===== src/afs_pkg.sv =====
// Shared types and constants for the animation frame sequencer.
// No dependencies; every other source file but afs_dur_mem refers to it by scoped names.
package afs_pkg;

    localparam int KIND_W   = 2;
    localparam int AMOUNT_W = 20;
    localparam int TIME_W   = 24;
    localparam int INDEX_W  = 4;
    // Shared subtractor width: one bit above the time range.
    localparam int SUB_W    = TIME_W + 1;

    localparam logic [TIME_W-1:0] TIME_MAX = {TIME_W{1'b1}};

    typedef enum logic [KIND_W-1:0] {
        KIND_TICK    = 2'd0,
        KIND_PUSH    = 2'd1,
        KIND_CLEAR   = 2'd2,
        KIND_RESTART = 2'd3
    } kind_t;

    typedef enum logic [2:0] {
        ST_IDLE,
        ST_EXEC,
        ST_DIV,
        ST_FIND,
        ST_WALK,
        ST_DONE
    } state_t;

    typedef struct packed {
        logic             borrow;
        logic [SUB_W-1:0] diff;
    } sub_res_t;

endpackage


===== src/afs_if.sv =====
// Channel interfaces: item input, result output and the loop configuration write.
// Depends on afs_pkg for field widths.
interface afs_in_if;
    logic                          valid;
    logic                          ready;
    logic [afs_pkg::KIND_W-1:0]    kind;
    logic [afs_pkg::AMOUNT_W-1:0]  amount;

    modport source (output valid, output kind, output amount, input ready);
    modport sink   (input valid, input kind, input amount, output ready);
endinterface

interface afs_out_if;
    logic                         valid;
    logic                         ready;
    logic [afs_pkg::INDEX_W-1:0]  frame_index;
    logic                         frame_valid;
    logic [afs_pkg::TIME_W-1:0]   elapsed_time;
    logic                         table_full;

    modport source (output valid, output frame_index, output frame_valid,
                    output elapsed_time, output table_full, input ready);
    modport sink   (input valid, input frame_index, input frame_valid,
                    input elapsed_time, input table_full, output ready);
endinterface

interface afs_cfg_if;
    logic valid;
    logic ready;
    logic loop_enable;

    modport source (output valid, output loop_enable, input ready);
    modport sink   (input valid, input loop_enable, output ready);
endinterface


===== src/afs_sub.sv =====
// Shared subtract-and-compare unit used by the wrap divider and the frame walk.
// Depends on afs_pkg.
module afs_sub
(
    input  logic [afs_pkg::SUB_W-1:0] a,
    input  logic [afs_pkg::SUB_W-1:0] b,
    output afs_pkg::sub_res_t         res
);

    logic [afs_pkg::SUB_W:0] full_diff;

    assign full_diff  = {1'b0, a} - {1'b0, b};
    assign res.borrow = full_diff[afs_pkg::SUB_W];
    assign res.diff   = full_diff[afs_pkg::SUB_W-1:0];

endmodule


===== src/afs_dur_mem.sv =====
// Frame duration store: one write port, one read port with registered data.
// No dependencies.
module afs_dur_mem #(
    parameter int DEPTH = 16,
    parameter int WIDTH = 20
)
(
    input  logic                 clk,
    input  logic                 we,
    input  logic [(DEPTH > 1 ? $clog2(DEPTH) : 1)-1:0] waddr,
    input  logic [WIDTH-1:0]     wdata,
    input  logic [(DEPTH > 1 ? $clog2(DEPTH) : 1)-1:0] raddr,
    output logic [WIDTH-1:0]     rdata
);

    logic [WIDTH-1:0] mem [DEPTH];
    logic [WIDTH-1:0] rdata_reg;

    always_ff @(posedge clk)
    begin
        if (we)
        begin
            mem[waddr] <= wdata;
        end
        rdata_reg <= mem[raddr];
    end

    assign rdata = rdata_reg;

endmodule


===== src/afs_seq.sv =====
// Sequencer and datapath registers: executes one item, runs the wrap
// division and the frame walk on the shared subtractor.
// Depends on afs_pkg and afs_if; drives afs_sub and afs_dur_mem.
module afs_seq #(
    parameter int MAX_FRAMES    = 16,
    parameter int DURATION_BITS = 20
)
(
    input  logic                      clk,
    input  logic                      rst_n,
    input  logic                      loop_enable,
    afs_in_if.sink                    item,
    afs_out_if.source                 result,
    output logic [afs_pkg::SUB_W-1:0] sub_a,
    output logic [afs_pkg::SUB_W-1:0] sub_b,
    input  afs_pkg::sub_res_t         sub_res,
    output logic                      mem_we,
    output logic [(MAX_FRAMES > 1 ? $clog2(MAX_FRAMES) : 1)-1:0] mem_waddr,
    output logic [(DURATION_BITS < afs_pkg::AMOUNT_W ? DURATION_BITS
                                                     : afs_pkg::AMOUNT_W)-1:0] mem_wdata,
    output logic [(MAX_FRAMES > 1 ? $clog2(MAX_FRAMES) : 1)-1:0] mem_raddr,
    input  logic [(DURATION_BITS < afs_pkg::AMOUNT_W ? DURATION_BITS
                                                     : afs_pkg::AMOUNT_W)-1:0] mem_rdata
);

    localparam int AMT_W = (DURATION_BITS < afs_pkg::AMOUNT_W) ? DURATION_BITS
                                                               : afs_pkg::AMOUNT_W;
    localparam int IDX_W = (MAX_FRAMES > 1) ? $clog2(MAX_FRAMES) : 1;
    localparam int CNT_W = $clog2(MAX_FRAMES + 1);
    localparam int TW    = afs_pkg::TIME_W;
    localparam int SW    = afs_pkg::SUB_W;
    localparam int DIV_STEPS = SW;
    localparam int DCNT_W    = $clog2(DIV_STEPS);
    localparam logic [CNT_W-1:0]  CNT_FULL  = CNT_W'(MAX_FRAMES);
    localparam logic [DCNT_W-1:0] DCNT_LAST = DCNT_W'(DIV_STEPS - 1);

    afs_pkg::state_t state_reg, state_next;
    afs_pkg::kind_t  kind_reg, kind_next;
    logic [AMT_W-1:0]  amt_reg, amt_next;
    logic [CNT_W-1:0]  count_reg, count_next;
    logic [TW-1:0]     total_reg, total_next;
    logic [TW-1:0]     elapsed_reg, elapsed_next;
    logic [SW-1:0]     dvd_reg, dvd_next;
    logic [TW-1:0]     rem_reg, rem_next;
    logic [DCNT_W-1:0] dcnt_reg, dcnt_next;
    logic [IDX_W-1:0]  idx_reg, idx_next;
    logic              hit_reg, hit_next;
    logic              full_reg, full_next;

    logic                         out_valid_reg, out_valid_next;
    logic [afs_pkg::INDEX_W-1:0]  out_index_reg, out_index_next;
    logic                         out_fvalid_reg, out_fvalid_next;
    logic [TW-1:0]                out_elapsed_reg, out_elapsed_next;
    logic                         out_full_reg, out_full_next;

    logic [SW-1:0]    amt_ext;
    logic [SW-1:0]    tick_sum;
    logic [SW-1:0]    push_sum;
    logic [CNT_W-1:0] last_idx;
    logic [CNT_W-1:0] idx_ext;
    logic [CNT_W-1:0] idx_inc;
    logic [IDX_W+afs_pkg::INDEX_W-1:0] idx_wide;
    logic [TW-1:0]    div_rem;
    logic             out_free;

    assign amt_ext  = SW'(amt_reg);
    assign tick_sum = {1'b0, elapsed_reg} + amt_ext;
    assign push_sum = {1'b0, total_reg} + amt_ext;
    assign last_idx = count_reg - 1'b1;
    assign idx_ext  = CNT_W'(idx_reg);
    assign idx_inc  = idx_ext + 1'b1;
    assign idx_wide = {{afs_pkg::INDEX_W{1'b0}}, idx_reg};
    assign out_free = !out_valid_reg || result.ready;
    // Restoring step: keep the difference unless it borrowed.
    assign div_rem  = sub_res.borrow ? sub_a[TW-1:0] : sub_res.diff[TW-1:0];

    assign item.ready = (state_reg == afs_pkg::ST_IDLE);

    // Shared unit operands
    always_comb
    begin
        if (state_reg == afs_pkg::ST_WALK)
        begin
            sub_a = {1'b0, rem_reg};
            sub_b = SW'(mem_rdata);
        end
        else
        begin
            sub_a = {rem_reg, dvd_reg[SW-1]};
            sub_b = {1'b0, total_reg};
        end
    end

    // Read one frame ahead of the walk index
    always_comb
    begin
        if (state_reg == afs_pkg::ST_WALK && idx_inc != CNT_FULL)
        begin
            mem_raddr = idx_inc[IDX_W-1:0];
        end
        else
        begin
            mem_raddr = '0;
        end
    end

    assign mem_waddr = count_reg[IDX_W-1:0];
    assign mem_wdata = amt_reg;

    always_comb
    begin
        state_next       = state_reg;
        kind_next        = kind_reg;
        amt_next         = amt_reg;
        count_next       = count_reg;
        total_next       = total_reg;
        elapsed_next     = elapsed_reg;
        dvd_next         = dvd_reg;
        rem_next         = rem_reg;
        dcnt_next        = dcnt_reg;
        idx_next         = idx_reg;
        hit_next         = hit_reg;
        full_next        = full_reg;
        out_valid_next   = out_valid_reg && !result.ready;
        out_index_next   = out_index_reg;
        out_fvalid_next  = out_fvalid_reg;
        out_elapsed_next = out_elapsed_reg;
        out_full_next    = out_full_reg;
        mem_we           = 1'b0;

        unique case (state_reg)
            afs_pkg::ST_IDLE:
            begin
                if (item.valid)
                begin
                    kind_next  = afs_pkg::kind_t'(item.kind);
                    amt_next   = item.amount[AMT_W-1:0];
                    full_next  = 1'b0;
                    hit_next   = 1'b0;
                    idx_next   = '0;
                    state_next = afs_pkg::ST_EXEC;
                end
            end

            afs_pkg::ST_EXEC:
            begin
                state_next = afs_pkg::ST_FIND;
                unique case (kind_reg)
                    afs_pkg::KIND_TICK:
                    begin
                        if (total_reg == '0)
                        begin
                            elapsed_next = '0;
                        end
                        else if (tick_sum > {1'b0, total_reg})
                        begin
                            if (loop_enable)
                            begin
                                // Wrap into [1, total]: ((e - 1) mod total) + 1
                                dvd_next   = tick_sum - 1'b1;
                                rem_next   = '0;
                                dcnt_next  = '0;
                                state_next = afs_pkg::ST_DIV;
                            end
                            else
                            begin
                                elapsed_next = total_reg;
                            end
                        end
                        else
                        begin
                            elapsed_next = tick_sum[TW-1:0];
                        end
                    end
                    afs_pkg::KIND_PUSH:
                    begin
                        if (count_reg == CNT_FULL)
                        begin
                            full_next = 1'b1;
                        end
                        else
                        begin
                            mem_we     = 1'b1;
                            count_next = count_reg + 1'b1;
                            total_next = push_sum[TW] ? afs_pkg::TIME_MAX : push_sum[TW-1:0];
                        end
                    end
                    afs_pkg::KIND_CLEAR:
                    begin
                        count_next = '0;
                        total_next = '0;
                    end
                    afs_pkg::KIND_RESTART:
                    begin
                        elapsed_next = '0;
                    end
                endcase
            end

            afs_pkg::ST_DIV:
            begin
                rem_next = div_rem;
                dvd_next = {dvd_reg[SW-2:0], 1'b0};
                if (dcnt_reg == DCNT_LAST)
                begin
                    elapsed_next = div_rem + 1'b1;
                    state_next   = afs_pkg::ST_FIND;
                end
                else
                begin
                    dcnt_next = dcnt_reg + 1'b1;
                end
            end

            afs_pkg::ST_FIND:
            begin
                if (count_reg == '0 || elapsed_reg > total_reg)
                begin
                    state_next = afs_pkg::ST_DONE;
                end
                else if (total_reg != '0 && elapsed_reg == total_reg)
                begin
                    // End time belongs to the last frame
                    idx_next   = last_idx[IDX_W-1:0];
                    hit_next   = 1'b1;
                    state_next = afs_pkg::ST_DONE;
                end
                else
                begin
                    rem_next   = elapsed_reg;
                    idx_next   = '0;
                    state_next = afs_pkg::ST_WALK;
                end
            end

            afs_pkg::ST_WALK:
            begin
                // Time left inside this frame's span: stop here
                if (sub_res.borrow)
                begin
                    hit_next   = 1'b1;
                    state_next = afs_pkg::ST_DONE;
                end
                else if (idx_ext == last_idx)
                begin
                    state_next = afs_pkg::ST_DONE;
                end
                else
                begin
                    rem_next = sub_res.diff[TW-1:0];
                    idx_next = idx_inc[IDX_W-1:0];
                end
            end

            afs_pkg::ST_DONE:
            begin
                if (out_free)
                begin
                    out_valid_next   = 1'b1;
                    out_index_next   = hit_reg ? idx_wide[afs_pkg::INDEX_W-1:0] : '0;
                    out_fvalid_next  = hit_reg;
                    out_elapsed_next = elapsed_reg;
                    out_full_next    = full_reg;
                    state_next       = afs_pkg::ST_IDLE;
                end
            end

            default:
            begin
                state_next = afs_pkg::ST_IDLE;
            end
        endcase
    end

    always_ff @(posedge clk or negedge rst_n)
    begin
        if (!rst_n)
        begin
            state_reg     <= afs_pkg::ST_IDLE;
            count_reg     <= '0;
            total_reg     <= '0;
            elapsed_reg   <= '0;
            out_valid_reg <= 1'b0;
        end
        else
        begin
            state_reg     <= state_next;
            count_reg     <= count_next;
            total_reg     <= total_next;
            elapsed_reg   <= elapsed_next;
            out_valid_reg <= out_valid_next;
        end
    end

    always_ff @(posedge clk)
    begin
        kind_reg        <= kind_next;
        amt_reg         <= amt_next;
        dvd_reg         <= dvd_next;
        rem_reg         <= rem_next;
        dcnt_reg        <= dcnt_next;
        idx_reg         <= idx_next;
        hit_reg         <= hit_next;
        full_reg        <= full_next;
        out_index_reg   <= out_index_next;
        out_fvalid_reg  <= out_fvalid_next;
        out_elapsed_reg <= out_elapsed_next;
        out_full_reg    <= out_full_next;
    end

    assign result.valid        = out_valid_reg;
    assign result.frame_index  = out_index_reg;
    assign result.frame_valid  = out_fvalid_reg;
    assign result.elapsed_time = out_elapsed_reg;
    assign result.table_full   = out_full_reg;

endmodule


===== src/animation_frame_sequencer_top.sv =====
// Top level of the animation frame sequencer.
// Depends on afs_pkg, afs_if, afs_sub, afs_dur_mem and afs_seq.
//
// Usage:
//   item   - one transfer per item: kind (tick, push, clear, restart) and amount.
//   result - one transfer per item: frame_index, frame_valid, elapsed_time,
//            table_full, in item order.
//   cfg    - loop_enable write, always ready; write it only while no item is
//            in flight.
// Timing: an item is worked on alone; item.ready is high only between items.
//   After acceptance the item runs EXEC, FIND, the walk and DONE; the walk
//   visits 0 to MAX_FRAMES frames, one frame a cycle through the shared
//   subtractor. A tick that wraps also runs the restoring division on the
//   same subtractor, between EXEC and FIND. The next item can be taken once
//   the result is loaded.
// Stall: a result waits in the output register; the next item is accepted
//   meanwhile and its result is held until the register frees.
// Reset: frame count, total and elapsed time clear, loop_enable sets to 1.
//   Table contents are not cleared; only written entries are ever used.
module animation_frame_sequencer_top #(
    parameter int MAX_FRAMES    = 16,
    parameter int DURATION_BITS = 20
)
(
    input  logic       clk,
    input  logic       rst_n,
    afs_in_if.sink     item,
    afs_out_if.source  result,
    afs_cfg_if.sink    cfg
);

    localparam int AMT_W = (DURATION_BITS < afs_pkg::AMOUNT_W) ? DURATION_BITS
                                                               : afs_pkg::AMOUNT_W;
    localparam int IDX_W = (MAX_FRAMES > 1) ? $clog2(MAX_FRAMES) : 1;

    logic                      loop_reg;
    logic                      loop_next;
    logic [afs_pkg::SUB_W-1:0] sub_a;
    logic [afs_pkg::SUB_W-1:0] sub_b;
    afs_pkg::sub_res_t         sub_res;
    logic                      mem_we;
    logic [IDX_W-1:0]          mem_waddr;
    logic [AMT_W-1:0]          mem_wdata;
    logic [IDX_W-1:0]          mem_raddr;
    logic [AMT_W-1:0]          mem_rdata;

    assign cfg.ready = 1'b1;
    assign loop_next = cfg.valid ? cfg.loop_enable : loop_reg;

    always_ff @(posedge clk or negedge rst_n)
    begin
        if (!rst_n)
        begin
            loop_reg <= 1'b1;
        end
        else
        begin
            loop_reg <= loop_next;
        end
    end

    afs_seq #(
        .MAX_FRAMES    (MAX_FRAMES),
        .DURATION_BITS (DURATION_BITS)
    ) u_seq (
        .clk         (clk),
        .rst_n       (rst_n),
        .loop_enable (loop_reg),
        .item        (item),
        .result      (result),
        .sub_a       (sub_a),
        .sub_b       (sub_b),
        .sub_res     (sub_res),
        .mem_we      (mem_we),
        .mem_waddr   (mem_waddr),
        .mem_wdata   (mem_wdata),
        .mem_raddr   (mem_raddr),
        .mem_rdata   (mem_rdata)
    );

    afs_sub u_sub (
        .a   (sub_a),
        .b   (sub_b),
        .res (sub_res)
    );

    afs_dur_mem #(
        .DEPTH (MAX_FRAMES),
        .WIDTH (AMT_W)
    ) u_mem (
        .clk   (clk),
        .we    (mem_we),
        .waddr (mem_waddr),
        .wdata (mem_wdata),
        .raddr (mem_raddr),
        .rdata (mem_rdata)
    );

endmodule


===== src/flat_wrapper.sv =====
// flat-port wrapper written by rule: the top's interface ports become plain ports
module animation_frame_sequencer_top_flat 
#(
    parameter int MAX_FRAMES    = 16,
    parameter int DURATION_BITS = 20
)
  (clk, rst_n, item_valid, item_kind, item_amount, item_ready, result_valid, result_frame_index, result_frame_valid, result_elapsed_time, result_table_full, result_ready, cfg_valid, cfg_loop_enable, cfg_ready);
  afs_in_if item_i ();
  afs_out_if result_i ();
  afs_cfg_if cfg_i ();
  input  logic clk;
  input  logic rst_n;
  input wire logic [$bits(item_i.valid)-1:0] item_valid;
  input wire logic [$bits(item_i.kind)-1:0] item_kind;
  input wire logic [$bits(item_i.amount)-1:0] item_amount;
  output wire logic [$bits(item_i.ready)-1:0] item_ready;
  output wire logic [$bits(result_i.valid)-1:0] result_valid;
  output wire logic [$bits(result_i.frame_index)-1:0] result_frame_index;
  output wire logic [$bits(result_i.frame_valid)-1:0] result_frame_valid;
  output wire logic [$bits(result_i.elapsed_time)-1:0] result_elapsed_time;
  output wire logic [$bits(result_i.table_full)-1:0] result_table_full;
  input wire logic [$bits(result_i.ready)-1:0] result_ready;
  input wire logic [$bits(cfg_i.valid)-1:0] cfg_valid;
  input wire logic [$bits(cfg_i.loop_enable)-1:0] cfg_loop_enable;
  output wire logic [$bits(cfg_i.ready)-1:0] cfg_ready;
  assign item_i.valid = item_valid;
  assign item_i.kind = item_kind;
  assign item_i.amount = item_amount;
  assign item_ready = item_i.ready;
  assign result_valid = result_i.valid;
  assign result_frame_index = result_i.frame_index;
  assign result_frame_valid = result_i.frame_valid;
  assign result_elapsed_time = result_i.elapsed_time;
  assign result_table_full = result_i.table_full;
  assign result_i.ready = result_ready;
  assign cfg_i.valid = cfg_valid;
  assign cfg_i.loop_enable = cfg_loop_enable;
  assign cfg_ready = cfg_i.ready;
  animation_frame_sequencer_top #(.MAX_FRAMES(MAX_FRAMES), .DURATION_BITS(DURATION_BITS)) u_core (.clk(clk), .rst_n(rst_n), .item(item_i), .result(result_i), .cfg(cfg_i));
endmodule

===== config.mk =====
export PLATFORM = sky130hd
export DESIGN_NAME = animation_frame_sequencer_top_flat
export DESIGN_NICKNAME = d
export VERILOG_FILES = /design/src/afs_pkg.sv /design/src/afs_if.sv /design/src/afs_sub.sv /design/src/afs_dur_mem.sv /design/src/afs_seq.sv /design/src/animation_frame_sequencer_top.sv /design/src/flat_wrapper.sv
export SDC_FILE = /design/constraint.sdc
export NUM_CORES = 1
export LEC_CHECK = 0
export ABC_AREA = 0
export BUFFER_PORTS_ARGS = -buffer_cell sky130_fd_sc_hd__buf_2
export CAP_MARGIN = 20
export CORE_ASPECT_RATIO = 0.9
export CORE_MARGIN = 3
export CORE_UTILIZATION = 35
export CTS_BUF_LIST = sky130_fd_sc_hd__clkbuf_16
export DETAILED_ROUTE_END_ITERATION = 8
export MAX_ROUTING_LAYER = met4
export PLACE_DENSITY_LB_ADDON = 0.12
export SLEW_MARGIN = 10
export SYNTH_ARGS = -nofsm -noshare
export SYNTH_HDL_FRONTEND = slang
export SYNTH_SLANG_ARGS = --single-unit

===== constraint.sdc =====
create_clock -name clk -period 8.45 [get_ports clk]
set_clock_uncertainty 0.05 [all_clocks]
set_input_delay 1.69 -clock clk [delete_from_list [all_inputs] [get_ports clk]]
set_output_delay 1.69 -clock clk [all_outputs]
set_load 0.05 [all_outputs]

==> flow_summary.yaml <==
clock_tree:
  clkLatencyLatePin_ns: 0.66
  cts_inserted_buffers: 58
  cts_tree: "built"
  clockRootBuffer: "clkbuf_16"
  clock_sinks: 510
  postCtsResizedCells: 0
  cts_max_level: 2
  cts_setup_buffers: 0
  cts_hold_buf: 0
  cts_buffer_depth: 3
  clk_pin_slew_ns: 0.07
final_layout:
  area_growth_pct: 13.1
  final_util_pct: 40.2
  drive_gt1_share_pct: 10.1
  fin_nets: 2797
  stdcell_area_um2: 30800
  largest_register_ffs: 320
sta:
  setup_viol: 0
  relSlewSlack_pct: 24.4
  fin_crit_ns: 6.97
  tightest_slew_ns: 1.13
  max_freq_mhz: 143
  drv_slew: 0
  fin_tns_setup_ns: 0
  post-route-period-util_pct: 82.5
  hold_viol: 0
  rsz0062_at_grt: "false"
  hold_slack_ns: 0.371
setup_path:
  cp_common_cell: "nand2_1"
  worst_path_max_delay_cell: "nor2_4"
  timing.rr.start: "u_core.u_seq.state_reg[2]"
  path_cells: "nand2b_1 -> nor2_4 -> buf_4 -> mux2i_1 -> ha_1 -> a21o_1 -> and3_4 -> o41ai_4 -> nand4_2 -> and3_4 -> nor2_2 -> mux2i_1 -> ha_1 -> nand2_1 -> a21oi_1 -> nand2_1 -> or4b_1 -> o31ai_2 -> nand2_1 -> a221oi_1 -> nand2_1"
  cpPeakStageDelay_ns: 0.76
  path_class: "reg -> reg"
  startpoint_type: "flop"
  crit_fanout: 25
  cp.required_ns: 8.94
  arrival_ns: 7.46
  reg2reg_to: "u_core.u_seq.elapsed_reg[22]"
  worst-path-buf-inv: 1
  crit_family: "simple AND/OR/NAND/NOR gates"
  timing.reg2reg.setup_slack_ns: 1.48
  r2r_cells: 21
  cp-end-kind: "flop"
worst_hold_path:
  whs_endpoint: "u_core.u_seq.result.table_full"
  whs_path_depth: 0
  worst_hold_path_type: "reg -> reg"
  hold_path_startpoint: "u_core.u_seq.full_reg"
power_and_ir_drop:
  p_leak_uw: 0.0116
  totalPowerFinal_uw: 13600
  peakVddDrop_v: 0.000200
  power_per_cell_area_nw_per_um2: 443
placement:
  port_buffers: 59
  gp_congestion: 1.01
  hpwl_um: 66100
  place_area_um2: 28900
flow_run:
  maxCapViolCount: 0
synthesis:
  ys_ff_latch: 510
  ys.warnings.count: 0
  synth_edf_count: 432
  avgSynthCellArea_um2: 10.5
  synth_flop_cell: "edfxtp_1"
  netlist_area_um2: 27300
  synth.distinct_cells: 96
  synth-async-reset-ratio_pct: 11.4
  syn_nets: 2755
  seq_area_frac_synth_pct: 54.4
  syn-instance-count: 2603
drt:
  wl_per_cell_um: 26.5
  viasPerCell: 5.70
  dr.first_iter.drc_count: 2112
  firstDrtPassIters: 5
  vias: 21200
  drt-total-wl_um: 98600
  antenna_left: 0
  drc: 0
floorplanning:
  core_um2: 76800
  row_count: 96
  start_util_pct: 35.5
  ios: 61
  dieArea_um2: 81300
  fp.dieW_um: 300
  die_height_um: 271
global_routing:
  grt_start_max_net_pins: 161
  grt_pass1_wl_um: 144000
  grt_overflow: 0
  antenna_found_initial: 3
  grt_use_total_pct: 24.6
  grt_pass1_vias: 20400
status:
  status: "finished, final reports clean"
==> cell usage in the layout (no fill, tap or decap), types with 38 or more instances in the layout <==
cell type,count
ha_1,121
buf_4,55
buf_2,59
a311oi_1,62
a21oi_1,131
mux2i_1,41
nand3_1,134
nor2_1,115
clkbuf_16,58
a21o_1,38
edfxtp_1,432
and3_1,52
inv_1,83
xnor2_1,57
o21ai_0,112
dfrtp_1,57
nand2_1,541
==> per-layer routing <==
layer	vias to the layer above	wire, µm	track usage, %
li1	9747	-	-
met3	118	6310	3.37
met5	-	0	-
met4	0	1860	5.23
met2	746	43700	36.4
met1	10600	46800	36.0
==> cells by family (layout without fill, tap and decap cells) <==
family | after synthesis | in the layout | synth area share [%]
xor+xnor | 89 | 89 | 2.86
flops | 510 | 510 | 54.4
buf+inv | 205 | 297 | 2.95
compound gates | 575 | 575 | 14.3
other cells | 1 | 3 | 0.0138
fa+ha+maj | 124 | 124 | 5.77
mux | 54 | 54 | 2.04
simple gates | 1045 | 1045 | 17.7
==> stage by stage <==
step / setup slack, ns / instances
detailed placement: 1.66 / 3614
global placement: 1.81 / 3612
CTS: 1.63 / 3724
finish: 1.48 / 3726
floorplan: 1.94 / 2603
global route: 1.00 / 3726
==> Yosys cell counts, types with 9 or more instances <==
| cell | count | share of area, % |
|---|---|---|
| a211o_1 | 12 | 0.39 |
| a211oi_1 | 19 | 0.52 |
| a21o_1 | 38 | 1.0 |
| a21oi_1 | 131 | 2.4 |
| a22oi_1 | 22 | 0.61 |
| a311oi_1 | 62 | 2.0 |
| a31oi_1 | 32 | 0.73 |
| and2_1 | 28 | 0.64 |
| and3_1 | 52 | 1.2 |
| buf_2 | 12 | 0.22 |
| clkbuf_1 | 112 | 1.5 |
| dfrtp_1 | 57 | 5.2 |
| dfxtp_1 | 20 | 1.5 |
| edfxtp_1 | 432 | 48 |
| ha_1 | 121 | 5.6 |
| inv_1 | 69 | 0.95 |
| mux2_2 | 12 | 0.50 |
| mux2i_1 | 41 | 1.5 |
| nand2_1 | 541 | 7.4 |
| nand2b_1 | 14 | 0.32 |
| nand3_1 | 134 | 2.5 |
| nand4_1 | 24 | 0.55 |
| nor2_1 | 122 | 1.7 |
| nor2b_1 | 15 | 0.34 |
| nor3_1 | 37 | 0.68 |
| nor4_1 | 14 | 0.32 |
| o211ai_1 | 20 | 0.55 |
| o21a_1 | 16 | 0.44 |
| o21ai_0 | 113 | 2.1 |
| o21ai_1 | 9 | 0.17 |
| or2_2 | 10 | 0.23 |
| or3_1 | 9 | 0.21 |
| xnor2_1 | 57 | 1.8 |
| xor2_1 | 32 | 1.0 |
==> how the worst max path moves through the flow <==
stage | startpoint | to | slack [ns] | cells past startpoint
2_1_floorplan | u_core.u_seq.state_reg[1] | u_core.u_seq.elapsed_reg[12] | 1.94 | 27
3_3_place_gp | u_core.u_seq.state_reg[1] | u_core.u_seq.elapsed_reg[12] | 1.81 | 21
3_5_place_dp | u_core.u_seq.state_reg[2] | u_core.u_seq.elapsed_reg[22] | 1.66 | 21
4_1_cts | u_core.u_seq.state_reg[2] | u_core.u_seq.elapsed_reg[22] | 1.63 | 21
5_1_grt | u_core.u_seq.state_reg[2] | u_core.u_seq.elapsed_reg[22] | 1.00 | 21
6_report | u_core.u_seq.state_reg[2] | u_core.u_seq.elapsed_reg[22] | 1.48 | 21
==> power by group <==
| group | leakage, µW | total, µW | internal (µW) | switching [µW] |
|---|---|---|---|---|
| logic | 0.00573 | 7150 | 2420 | 4740 |
| registers | 0.00485 | 3890 | 3270 | 626 |
| clock network | 0.000996 | 2600 | 1480 | 1120 |
| total | 0.0116 | 13600 | 7160 | 6490 |
==> final cells by class <==
cell class / count / area [µm²]
repair buffers: 117 / 776
diodes: 2 / 5.00
inverters: 70 / 263
fillers: 7513 / 45900
clock inverters: 52 / 502
well taps: 1029 / 1290
clock buffers: 58 / 1450
flip-flops and latches: 510 / 14800
multi-input cells: 1888 / 11700
No activity file was read; power rests on OpenSTA's default activity.
